[src/hw/rtl/vmd_pkg.sv]
// ----------------------------------------------------------------------------
// vmd_pkg
// shared types, sizes and codes of the volume mip downsampler
// ----------------------------------------------------------------------------
package vmd_pkg;

    localparam int MAX_WIDTH  = 128;
    localparam int MAX_HEIGHT = 128;
    localparam int MAX_DEPTH  = 128;

    localparam int CFG_W = 8;

    localparam int HALF_W = (MAX_WIDTH + 1) / 2;
    localparam int HALF_H = (MAX_HEIGHT + 1) / 2;

    // parent position widths and size widths
    localparam int PX_W  = $clog2(MAX_WIDTH);
    localparam int PY_W  = $clog2(MAX_HEIGHT);
    localparam int PZ_W  = $clog2(MAX_DEPTH);
    localparam int SX_W  = $clog2(MAX_WIDTH + 1);
    localparam int SY_W  = $clog2(MAX_HEIGHT + 1);
    localparam int SZ_W  = $clog2(MAX_DEPTH + 1);

    // child index widths
    localparam int CX_W  = (HALF_W > 1) ? $clog2(HALF_W) : 1;
    localparam int CY_W  = (HALF_H > 1) ? $clog2(HALF_H) : 1;
    localparam int CZ_W  = (PZ_W > 1) ? PZ_W - 1 : 1;
    localparam int PA_W  = (HALF_W * HALF_H > 1) ? $clog2(HALF_W * HALF_H) : 1;

    // partial sum widths
    localparam int XP_W  = 10;
    localparam int HX_W  = 11;
    localparam int HY_W  = 13;
    localparam int SUM_W = 15;

    localparam int COORD_W = 6;
    localparam int VAL_W   = 8;

    // reciprocal of 125 scaled by 2**22
    localparam int RSH   = 22;
    localparam int RCP_W = 16;
    localparam logic [RCP_W-1:0] RECIP = RCP_W'(33555);

    localparam logic [1:0] REG_WIDTH  = 2'd0;
    localparam logic [1:0] REG_HEIGHT = 2'd1;
    localparam logic [1:0] REG_DEPTH  = 2'd2;

    typedef enum logic [1:0] {
        ROLE_NONE   = 2'd0,
        ROLE_EVEN   = 2'd1,
        ROLE_SINGLE = 2'd2,
        ROLE_ODD    = 2'd3
    } t_role;

    typedef struct packed {
        logic            act;
        logic [CX_W-1:0] cx;
    } t_rowrd;

    typedef struct packed {
        logic            act;
        logic [HX_W-1:0] hx;
        logic [CX_W-1:0] cx;
        logic [CY_W-1:0] cy;
        logic [CZ_W-1:0] cz;
        t_role           ry;
        t_role           rz;
        logic            y0;
        logic            z0;
        logic            last;
    } t_s1;

    typedef struct packed {
        logic            act;
        logic [HY_W-1:0] hy;
        logic [PA_W-1:0] paddr;
        logic [CX_W-1:0] cx;
        logic [CY_W-1:0] cy;
        logic [CZ_W-1:0] cz;
        t_role           rz;
        logic            z0;
        logic            last;
    } t_s2;

    typedef struct packed {
        logic             act;
        logic [SUM_W-1:0] sum;
        logic [CX_W-1:0]  cx;
        logic [CY_W-1:0]  cy;
        logic [CZ_W-1:0]  cz;
        logic             last;
    } t_s3;

endpackage

[src/hw/rtl/vmd_front.sv]
// ----------------------------------------------------------------------------
// vmd_front
// size registers, parent position tracking and x filter stage
// ----------------------------------------------------------------------------
module vmd_front (
    input  logic                        i_clk,
    input  logic                        i_rst_n,
    input  logic                        i_cfg_we,
    input  logic [1:0]                  i_cfg_idx,
    input  logic [vmd_pkg::CFG_W-1:0]   i_cfg_data,
    input  logic                        i_acc,
    input  logic                        i_adv,
    input  logic [vmd_pkg::VAL_W-1:0]   i_voxel,
    input  logic                        i_start,
    output vmd_pkg::t_rowrd             o_rowrd,
    output vmd_pkg::t_s1                o_s1
);
    logic [vmd_pkg::CFG_W-1:0] r_pw, r_ph, r_pd;
    logic [vmd_pkg::PX_W-1:0]  r_px, n_px;
    logic [vmd_pkg::PY_W-1:0]  r_py, n_py;
    logic [vmd_pkg::PZ_W-1:0]  r_pz, n_pz;
    logic [vmd_pkg::XP_W-1:0]  r_xpart, n_xpart;
    logic [vmd_pkg::VAL_W-1:0] r_xodd, n_xodd;
    vmd_pkg::t_s1              r_s1, n_s1;

    logic [vmd_pkg::SX_W-1:0] pw, cw;
    logic [vmd_pkg::SY_W-1:0] ph, ch;
    logic [vmd_pkg::SZ_W-1:0] pd, cd;
    logic [vmd_pkg::PX_W-1:0] px;
    logic [vmd_pkg::PY_W-1:0] py;
    logic [vmd_pkg::PZ_W-1:0] pz;
    logic [vmd_pkg::CX_W-1:0] cx;
    logic [vmd_pkg::CY_W-1:0] cy;
    logic [vmd_pkg::CZ_W-1:0] cz;
    vmd_pkg::t_role           rx, ry, rz;
    logic [vmd_pkg::HX_W-1:0] hx;
    logic                     x_done;

    always_comb begin
        pw = (r_pw == '0) ? vmd_pkg::SX_W'(1) :
             ((32'(r_pw) > vmd_pkg::MAX_WIDTH) ? vmd_pkg::SX_W'(vmd_pkg::MAX_WIDTH)
                                               : vmd_pkg::SX_W'(r_pw));
        ph = (r_ph == '0) ? vmd_pkg::SY_W'(1) :
             ((32'(r_ph) > vmd_pkg::MAX_HEIGHT) ? vmd_pkg::SY_W'(vmd_pkg::MAX_HEIGHT)
                                                : vmd_pkg::SY_W'(r_ph));
        pd = (r_pd == '0) ? vmd_pkg::SZ_W'(1) :
             ((32'(r_pd) > vmd_pkg::MAX_DEPTH) ? vmd_pkg::SZ_W'(vmd_pkg::MAX_DEPTH)
                                               : vmd_pkg::SZ_W'(r_pd));
        cw = ((pw >> 1) == '0) ? vmd_pkg::SX_W'(1) : (pw >> 1);
        ch = ((ph >> 1) == '0) ? vmd_pkg::SY_W'(1) : (ph >> 1);
        cd = ((pd >> 1) == '0) ? vmd_pkg::SZ_W'(1) : (pd >> 1);

        px = i_start ? '0 : r_px;
        py = i_start ? '0 : r_py;
        pz = i_start ? '0 : r_pz;
        if (vmd_pkg::SX_W'(px) >= pw) px = '0;
        if (vmd_pkg::SY_W'(py) >= ph) py = '0;
        if (vmd_pkg::SZ_W'(pz) >= pd) pz = '0;

        // axis roles
        cx = vmd_pkg::CX_W'(px >> 1);
        if (pw == vmd_pkg::SX_W'(1)) begin
            cx = '0;
            rx = vmd_pkg::ROLE_SINGLE;
        end else if (vmd_pkg::SX_W'(px >> 1) >= cw) begin
            rx = vmd_pkg::ROLE_NONE;
        end else begin
            rx = px[0] ? vmd_pkg::ROLE_ODD : vmd_pkg::ROLE_EVEN;
        end
        cy = vmd_pkg::CY_W'(py >> 1);
        if (ph == vmd_pkg::SY_W'(1)) begin
            cy = '0;
            ry = vmd_pkg::ROLE_SINGLE;
        end else if (vmd_pkg::SY_W'(py >> 1) >= ch) begin
            ry = vmd_pkg::ROLE_NONE;
        end else begin
            ry = py[0] ? vmd_pkg::ROLE_ODD : vmd_pkg::ROLE_EVEN;
        end
        cz = vmd_pkg::CZ_W'(pz >> 1);
        if (pd == vmd_pkg::SZ_W'(1)) begin
            cz = '0;
            rz = vmd_pkg::ROLE_SINGLE;
        end else if (vmd_pkg::SZ_W'(pz >> 1) >= cd) begin
            rz = vmd_pkg::ROLE_NONE;
        end else begin
            rz = pz[0] ? vmd_pkg::ROLE_ODD : vmd_pkg::ROLE_EVEN;
        end

        // x stage
        n_xpart = r_xpart;
        n_xodd  = r_xodd;
        hx      = '0;
        x_done  = 1'b0;
        case (rx)
            vmd_pkg::ROLE_SINGLE: begin
                hx     = vmd_pkg::HX_W'(i_voxel) * vmd_pkg::HX_W'(5);
                x_done = 1'b1;
            end
            vmd_pkg::ROLE_EVEN: begin
                n_xpart = (px == '0) ? vmd_pkg::XP_W'(i_voxel) << 2 :
                          vmd_pkg::XP_W'(r_xodd) + vmd_pkg::XP_W'(i_voxel) * vmd_pkg::XP_W'(3);
            end
            vmd_pkg::ROLE_ODD: begin
                hx     = vmd_pkg::HX_W'(r_xpart) + vmd_pkg::HX_W'(i_voxel);
                n_xodd = i_voxel;
                x_done = 1'b1;
            end
            default: begin
                x_done = 1'b0;
            end
        endcase

        // next position
        n_px = px;
        n_py = py;
        n_pz = pz;
        if (vmd_pkg::SX_W'(px) + vmd_pkg::SX_W'(1) < pw) begin
            n_px = px + vmd_pkg::PX_W'(1);
        end else begin
            n_px = '0;
            if (vmd_pkg::SY_W'(py) + vmd_pkg::SY_W'(1) < ph) begin
                n_py = py + vmd_pkg::PY_W'(1);
            end else begin
                n_py = '0;
                if (vmd_pkg::SZ_W'(pz) + vmd_pkg::SZ_W'(1) < pd) begin
                    n_pz = pz + vmd_pkg::PZ_W'(1);
                end else begin
                    n_pz = '0;
                end
            end
        end

        n_s1.act  = i_acc && x_done;
        n_s1.hx   = hx;
        n_s1.cx   = cx;
        n_s1.cy   = cy;
        n_s1.cz   = cz;
        n_s1.ry   = ry;
        n_s1.rz   = rz;
        n_s1.y0   = (py == '0);
        n_s1.z0   = (pz == '0);
        n_s1.last = (vmd_pkg::SX_W'(cx) == cw - vmd_pkg::SX_W'(1)) &&
                    (vmd_pkg::SY_W'(cy) == ch - vmd_pkg::SY_W'(1)) &&
                    (vmd_pkg::SZ_W'(cz) == cd - vmd_pkg::SZ_W'(1));
    end

    always_ff @(posedge i_clk) begin
        if (!i_rst_n) begin
            r_pw    <= vmd_pkg::CFG_W'(128);
            r_ph    <= vmd_pkg::CFG_W'(128);
            r_pd    <= vmd_pkg::CFG_W'(128);
            r_px    <= '0;
            r_py    <= '0;
            r_pz    <= '0;
            r_xpart <= '0;
            r_xodd  <= '0;
            r_s1    <= '0;
        end else begin
            if (i_cfg_we) begin
                case (i_cfg_idx)
                    vmd_pkg::REG_WIDTH:  r_pw <= i_cfg_data;
                    vmd_pkg::REG_HEIGHT: r_ph <= i_cfg_data;
                    vmd_pkg::REG_DEPTH:  r_pd <= i_cfg_data;
                    default:             r_pw <= r_pw;
                endcase
            end
            if (i_acc) begin
                r_px    <= n_px;
                r_py    <= n_py;
                r_pz    <= n_pz;
                r_xpart <= n_xpart;
                r_xodd  <= n_xodd;
            end
            if (i_adv) begin
                r_s1 <= n_s1;
            end
        end
    end

    assign o_rowrd.act = n_s1.act;
    assign o_rowrd.cx  = cx;
    assign o_s1        = r_s1;
endmodule

[config.mk]
export PLATFORM = sky130hd
export DESIGN_NAME = vmd_front
export DESIGN_NICKNAME = d
export VERILOG_FILES = /design/src/hw/rtl/vmd_pkg.sv /design/src/hw/rtl/vmd_front.sv
export SDC_FILE = /design/constraint.sdc
export NUM_CORES = 1
export LEC_CHECK = 0
export BUFFER_PORTS_ARGS = -buffer_cell sky130_fd_sc_hd__buf_4
export CAP_MARGIN = 20
export CORE_ASPECT_RATIO = 0.75
export CORE_MARGIN = 2
export CORE_UTILIZATION = 45
export CTS_BUF_LIST = sky130_fd_sc_hd__clkbuf_16
export CTS_CLUSTER_DIAMETER = 80
export DETAILED_ROUTE_END_ITERATION = 7
export HOLD_SLACK_MARGIN = 0.02
export PLACE_DENSITY = 0.65
export SLEW_MARGIN = 20
export SYNTH_ARGS = -nofsm -noshare
export SYNTH_HDL_FRONTEND = slang
export SYNTH_SLANG_ARGS = --single-unit
[constraint.sdc]
create_clock -name i_clk -period 5.15 [get_ports i_clk]
set_input_delay 0.7725 -clock i_clk [delete_from_list [all_inputs] [get_ports i_clk]]
set_output_delay 0.7725 -clock i_clk [all_outputs]
set_load 0.02 [all_outputs]
==> flow_summary.toml, run 1 <==
[grt]
grt_use_met2_pct = 33.2
grt_pass1_vias = 7056
grt_usage_pct = 25.4
grt_max_degree = 67
grt_pass1_wl_mm = 39.2
antenna_found_initial = 0
gr-usage-met3_pct = 6.33
overflow = 0
grt_most_used_layer = "met1"
grt_util_met1_pct = 41.0

[detailed_routing]
dr.first_iter.drc_count = 718
finalWirelength_mm = 24.7
drcViolationCount = 0
drt_pre_antenna_iters = 5
viasPerCell = 5.67
ant_nets = 0
via_count = 7801
post_drt_wl_per_cell_microns = 18.0

[die]
dieArea_sq_um = 19600
io_pins = 68
die_h_microns = 122
start_util_pct = 45.5
die_x_microns = 161
rows = 43
core-area_sq_um = 18300

[clock_tree]
clk_pin_slew_ns = 0.08
clock_sinks = 100
cts-root-buf = "clkbuf_16"
cts_hold_buffers = 0
tritoncts = "built"
clk_latency_ns = 0.36
cts.htree.levels = 3
cts_buffers = 9
cts.path.max_buffers = 2

[timing]
fin_crit_sh_pct = 95.6
fmax_mhz = 203
hold_viol = 0
hold_ws_ns = 0.460
drv_slew = 0
setup_violations = 0
layout_setup_ws_ns = 0.225
finalSetupTns_ns = 0
worst_pin_slew_ns = 0.740
rsz0062_at_grt = "false"
fin_skew_ns = 0.0132
post-route-min-period_ns = 4.92
relSlewSlack_pct = 50.7

[critical_path]
crit_path_start = "i_start"
worstSetupEndpointType = "flop"
start_kind = "primary input"
slowest_stage = "or4b_1"
cp_data_arrival_time_ns = 5.22
crit_path_frequent_cell = "ha_1"
r2r_start = "r_pd[2]"
cp.required_ns = 5.45
cpPeakStageDelay_ns = 0.53
crit_type = "in2reg"
path_cells = "buf_4 -> inv_2 -> buf_4 -> nand2_1 -> ha_1 -> nand2b_4 -> a2111oi_4 -> o31a_1 -> nor2_1 -> nor2_1 -> nand2_1 -> inv_1 -> ha_1 -> nand3_1 -> xor2_1 -> nor3_1 -> ha_1 -> nor2b_1 -> o21ai_0 -> nand3_2 -> or4b_1 -> a31oi_1"
critPathBufInv = 4
cp_max_fo = 9
path_delay_family = "simple AND/OR/NAND/NOR gates"

[synthesis]
syn_area_sq_um = 8320
yosysWarnings = 0
syn_nets = 1168
ys_async_sr_fraction_pct = 0
synth-seq-area-share_pct = 24.1
ys_seq_elements = 100
syn_avg_cell_area_sq_um = 8.03
synth_edf_count = 0
synth_cells = 1037
yosys.cell_types.count = 78
yosys_most_used_dff = "dfxtp_1"

[worst_hold_path]
worst_hold_startpoint = "r_xpart[0]"
hp-class = "reg2reg"

[power]
p_per_area_nw_per_um2 = 206
p_leak_nw = 4.38
peakVddDrop_v = 0.000143

[place]
gp_congestion = 0.997
dp_slack_ns = -0.0429
portBuffers = 67
dpl_cell_area_sq_um = 9370
hpwl_mm = 19.1

[cells_and_area]
final_common_cell = "buf_4"
layout_common_cells = "buf_4, nand2_1, dfxtp_1"
insertedDiodeCount = 0
layout-drive-gt1-share_pct = 15.0
fin_area_sq_um = 9710
nets = 1254
syn_to_final_growth_pct = 16.7

[job]
cap_violations = 0

[outcome]
status = "finished, final reports clean"
## cell type report
cell class | count | area, sq um
Clock buffer | 9 | 225
Inverter | 59 | 221
Clock inverter | 7 | 58.8
Multi-Input combinational cell | 827 | 5940
Sequential cell | 100 | 2000
Tap cell | 247 | 309
Timing Repair Buffer | 126 | 958
Fill cell | 1816 | 8580
## final timing paths
path                 to  slack, ns  cells past startpoint
min reg2reg  r_xpart[0]       0.46                      2
min          r_xpart[0]       0.46                      2
max reg2reg     r_pz[6]       0.25                     21
max             r_pz[6]       0.23                     22
## routing by layer
metal  wire, microns  up-vias
met5               0        -
met4             195        0
met3            2340       15
met2            9260      281
met1           12900     3616
li1                -     3889
## where the power goes
group | internal (mW) | switching (mW)
clock network | 0.336 | 0.340
logic | 0.212 | 0.283
registers | 0.802 | 0.0256
total | 1.35 | 0.649
## worst min-delay path, cell delays in order (launching register included)
cell and delay, ns:
dfxtp_1 0.31, nand2_1 0.06, a21boi_1 0.05
## flip-flops by register name (all words and copies together) (netlist names)
name,cells
o_s1,37
r_xpart,10
r_pd,8
r_ph,8
r_pw,8
r_xodd,8
r_px,7
r_py,7
r_pz,7
## cells in the mapped netlist, types with 9 or more instances
cell	instances	share of area [%]
nor2b_1	55	4.1
and3_1	9	0.68
nor2_1	61	2.8
ha_1	97	15
xnor2_1	29	3.1
inv_1	51	2.3
nor3_1	18	1.1
o21ai_1	19	1.1
nand2_1	100	4.5
a31oi_1	17	1.3
and2_1	10	0.75
a21oi_1	47	2.8
nand3b_1	9	0.81
a21o_1	23	2.1
o21ai_0	39	2.3
nand2b_1	26	2.0
mux2i_1	40	4.8
dfxtp_1	100	24
nand3_1	46	2.8
a21boi_1	19	1.7
fa_1	10	2.4
a22oi_1	11	0.99
xor2_1	9	0.95
clkbuf_1	38	1.7
nand4_1	10	0.75
## cell families after synthesis
| group | Yosys count | synth area share [%] |
|---|---|---|
| adder cells (fa/ha/maj) | 108 | 17.1 |
| AND/OR/NAND/NOR | 381 | 23.6 |
| AO/OA/AOI/OAI | 258 | 20.9 |
| XOR/XNOR | 38 | 4.00 |
| multiplexers | 42 | 5.08 |
| flip-flops | 100 | 24.1 |
| buffers and inverters | 110 | 5.31 |
## stage by stage
stage	total power, mW	instances	utilization (%)
final	2.00	1375	53.1
after global routing	2.10	1375	53.1
after CTS	2.01	1374	52.8
after detailed placement	1.33	1358	51.2
after global placement	1.32	1358	51.2
after floorplan	1.17	1037	-
## what timing repair did
action	4_1_cts	5_1_grt
resized for setup	1	10
buffers inserted	0	1
endpoints found under the setup margin	1	13
pin swaps	0	1
Note: power is estimated with default switching activity, not from simulation.
==> run 2: changes to the inputs <==
--- a/config.mk
+++ b/config.mk
@@ -5,6 +5,7 @@
 export SDC_FILE = /design/constraint.sdc
 export NUM_CORES = 1
 export LEC_CHECK = 0
+export ABC_AREA = 1
 export BUFFER_PORTS_ARGS = -buffer_cell sky130_fd_sc_hd__buf_4
 export CAP_MARGIN = 20
 export CORE_ASPECT_RATIO = 0.75
==> run 2 against run 1 <==
Clock power grew 3.7%; final area down 6.4%; highest routed layer unchanged; synthesized cell count rose by 18%; hold slack gained 0.0071 ns; utilization fell by 1.6 points; worst setup slack improved by 0.23 ns; die area down 2.3%; critical path depth unchanged; count of clock-buffer cells in the layout stayed put; clock skew is essentially flat; final cell count up 10%; register-to-register slack better by 0.34 ns.
==> flow_summary.toml, run 2 <==
[outcome]
status = "finished, final reports clean"

[detailed_routing]
drt_pre_antenna_iters = 7
dr.first_iter.drc_count = 579
ant_nets = 0
via_count = 7921
viasPerCell = 5.22
post_drt_wl_per_cell_microns = 15.7
drcViolationCount = 0
finalWirelength_mm = 23.8

[clock_tree]
clock_sinks = 100
clk_latency_ns = 0.37
cts_hold_buffers = 0
cts_buffers = 9
tritoncts = "built"
postCtsSetupBuffers = 0
clk_pin_slew_ns = 0.08
cts.path.max_buffers = 2
cts.htree.levels = 3
cts-root-buf = "clkbuf_16"
cts_resized = 0

[critical_path]
worstSetupEndpointType = "output port"
path_cells = "nor2_4 -> nand2_2 -> o21ai_4 -> nand2_1 -> ha_1 -> nand2_1 -> inv_1 -> nand2_1 -> nand2_1 -> nand2_1 -> nand3_1 -> inv_2 -> nand2_2 -> inv_1 -> ha_1 -> a21o_1 -> a22oi_1 -> nand3_1 -> nor2_1 -> nor2_1 -> nor2_1 -> buf_4"
crit_path_start = "r_pw[4]"
r2r_end = "r_px[3]"
r2r_start = "r_pw[4]"
slowest_stage = "dfxtp_1"
start_kind = "flop"
cpPeakStageDelay_ns = 0.38
crit_path_frequent_cell = "nand2_1"
r2r_cells = 26
cp_max_fo = 7
cp_data_arrival_time_ns = 3.92
critPathBufInv = 4
cp.required_ns = 4.38
path_delay_family = "simple AND/OR/NAND/NOR gates"
crit_type = "reg2out"
reg2reg_slack_ns = 0.59

[grt]
antenna_found_initial = 0
overflow = 0
grt_pass1_wl_mm = 38.5
grt_max_degree = 67
grt_pass1_vias = 7002
grt_usage_pct = 25.5

[synthesis]
synth.area.top_cells = "dfxtp_1, ha_1, nand2_1, nor2_1, inv_1"
syn_avg_cell_area_sq_um = 6.64
ys_async_sr_fraction_pct = 0
synth_cells = 1224
yosysMostFrequentCell = "nand2_1"
yosys.area_share.xor_xnor_pct = 2.59
post_synth_and_or_nand_nor_area_fraction_pct = 29.3
synth_area_leader_cell = "dfxtp_1"
syn_nets = 1355
synth_top_family_by_area = "simple AND/OR/NAND/NOR gates"
synth-seq-area-share_pct = 24.6
synthMuxAreaShare_pct = 0
yosys.cell_types.count = 50
synth_compound_area_share_pct = 16.2
syn_area_sq_um = 8120
synth_edf_count = 0
yosys_most_used_dff = "dfxtp_1"
synth-adder-area-share_pct = 17.4
yosysWarnings = 0
yosys.area.top_type_share_pct = 24.6
ys_top_cells_by_count = "nand2_1, nor2_1, inv_1"
ys_seq_elements = 100

[place]
portBuffers = 67
dp_slack_ns = 0.573
hpwl_mm = 18.6
gp_congestion = 0.929

[die]
io_pins = 68
core-area_sq_um = 17700
die_x_microns = 159
die_h_microns = 120
dieArea_sq_um = 19200
start_util_pct = 46.0
rows = 42

[cells_and_area]
nets = 1400
fillers = 1837
insertedDiodeCount = 0
syn_to_final_growth_pct = 11.9
layout-drive-gt1-share_pct = 10.7
layout_common_cells = "nand2_1, nor2_1, inv_1"
largest_register_ffs = 37
final_common_cell = "nand2_1"

[timing]
hold_viol = 0
worst_pin_slew_ns = 0.814
post-route-min-period_ns = 4.70
fmax_mhz = 213
setup_violations = 0
layout_setup_ws_ns = 0.453
rsz0062_at_grt = "false"
drv_slew = 0
fin_skew_ns = 0.0131
relSlewSlack_pct = 45.3
fin_crit_sh_pct = 91.2
finalSetupTns_ns = 0

[job]
cap_violations = 0

[power]
p_per_area_nw_per_um2 = 224
p_leak_nw = 4.35
seqPwrFrac_pct = 41.3
p_switching_mw = 0.707
switching_share_pct = 34.7
combPwrFrac_pct = 24.2
clockPowerShare_pct = 34.5
peakVddDrop_v = 0.000142
internal-power_mw = 1.33

[worst_hold_path]
hold_depth = 2
whs_endpoint = "o_s1[3]"
worst_hold_startpoint = "o_s1[3]"
hp-class = "reg2reg"
## run 2: kinds of logic (layout without fill, tap and decap cells)
family	count (synthesis)	count (layout)
and+or+nand+nor	552	552
buffers and inverters	203	253
DFF	100	100
adders and majority gates	107	107
xor gates and xnor gates	24	24
AOI/OAI and AO/OA	238	238
## run 2: worst max path at each step
stage	endpoint	slack, ns	cells after the start
after floorplan	o_rowrd[6]	1.14	20
after global placement	r_py[0]	0.65	27
after detailed placement	r_py[6]	0.57	26
after CTS	o_rowrd[6]	0.49	22
after global routing	o_rowrd[6]	0.1	22
final	o_rowrd[6]	0.45	22
## run 2: metrics by stage
stage	power [mW]	std cells	hold slack [ns]	util [%]	cell area, sq um
2_1_floorplan	1.19	1224	0.438	-	8120
3_3_place_gp	1.34	1500	0.453	49.8	8790
3_5_place_dp	1.34	1500	0.455	49.8	8790
4_1_cts	2.04	1516	0.467	51.5	9090
5_1_grt	2.14	1516	0.481	51.5	9090
6_report	2.03	1516	0.467	51.5	9090
## run 2: cell type report
cell class                      count  area [sq um]  share of cell area [%]
Clock inverter                      7          73.8                   0.812
Inverter                          162           608                    6.69
Sequential cell                   100          2000                    22.0
Clock buffer                        9           225                    2.48
Multi-Input combinational cell    921          5320                    58.5
Timing Repair Buffer               75           563                    6.19
Tap cell                          242           303                    3.33
## run 2: worst min-delay path: cells and delay by family, from the launching register on
family	cells	cell delay, ns
AND/OR/NAND/NOR	1	0.06
flip-flops	1	0.31
AO/OA/AOI/OAI	1	0.05
## run 2: power groups by stage
stage | logic, mW | registers (mW) | clock network, mW
after floorplan | 0.328 | 0.866 | 0
after global placement | 0.480 | 0.856 | 0
after detailed placement | 0.483 | 0.857 | 0
after CTS | 0.487 | 0.839 | 0.713
after global routing | 0.555 | 0.845 | 0.739
final | 0.492 | 0.840 | 0.701
## run 2: metal layers
metal	GRT usage (%)	wire, microns	vias up
li1	-	-	4084
met1	40.9	12900	3569
met2	33.4	8580	254
met3	6.72	2120	14
met4	4.49	184	0
met5	0	0	-
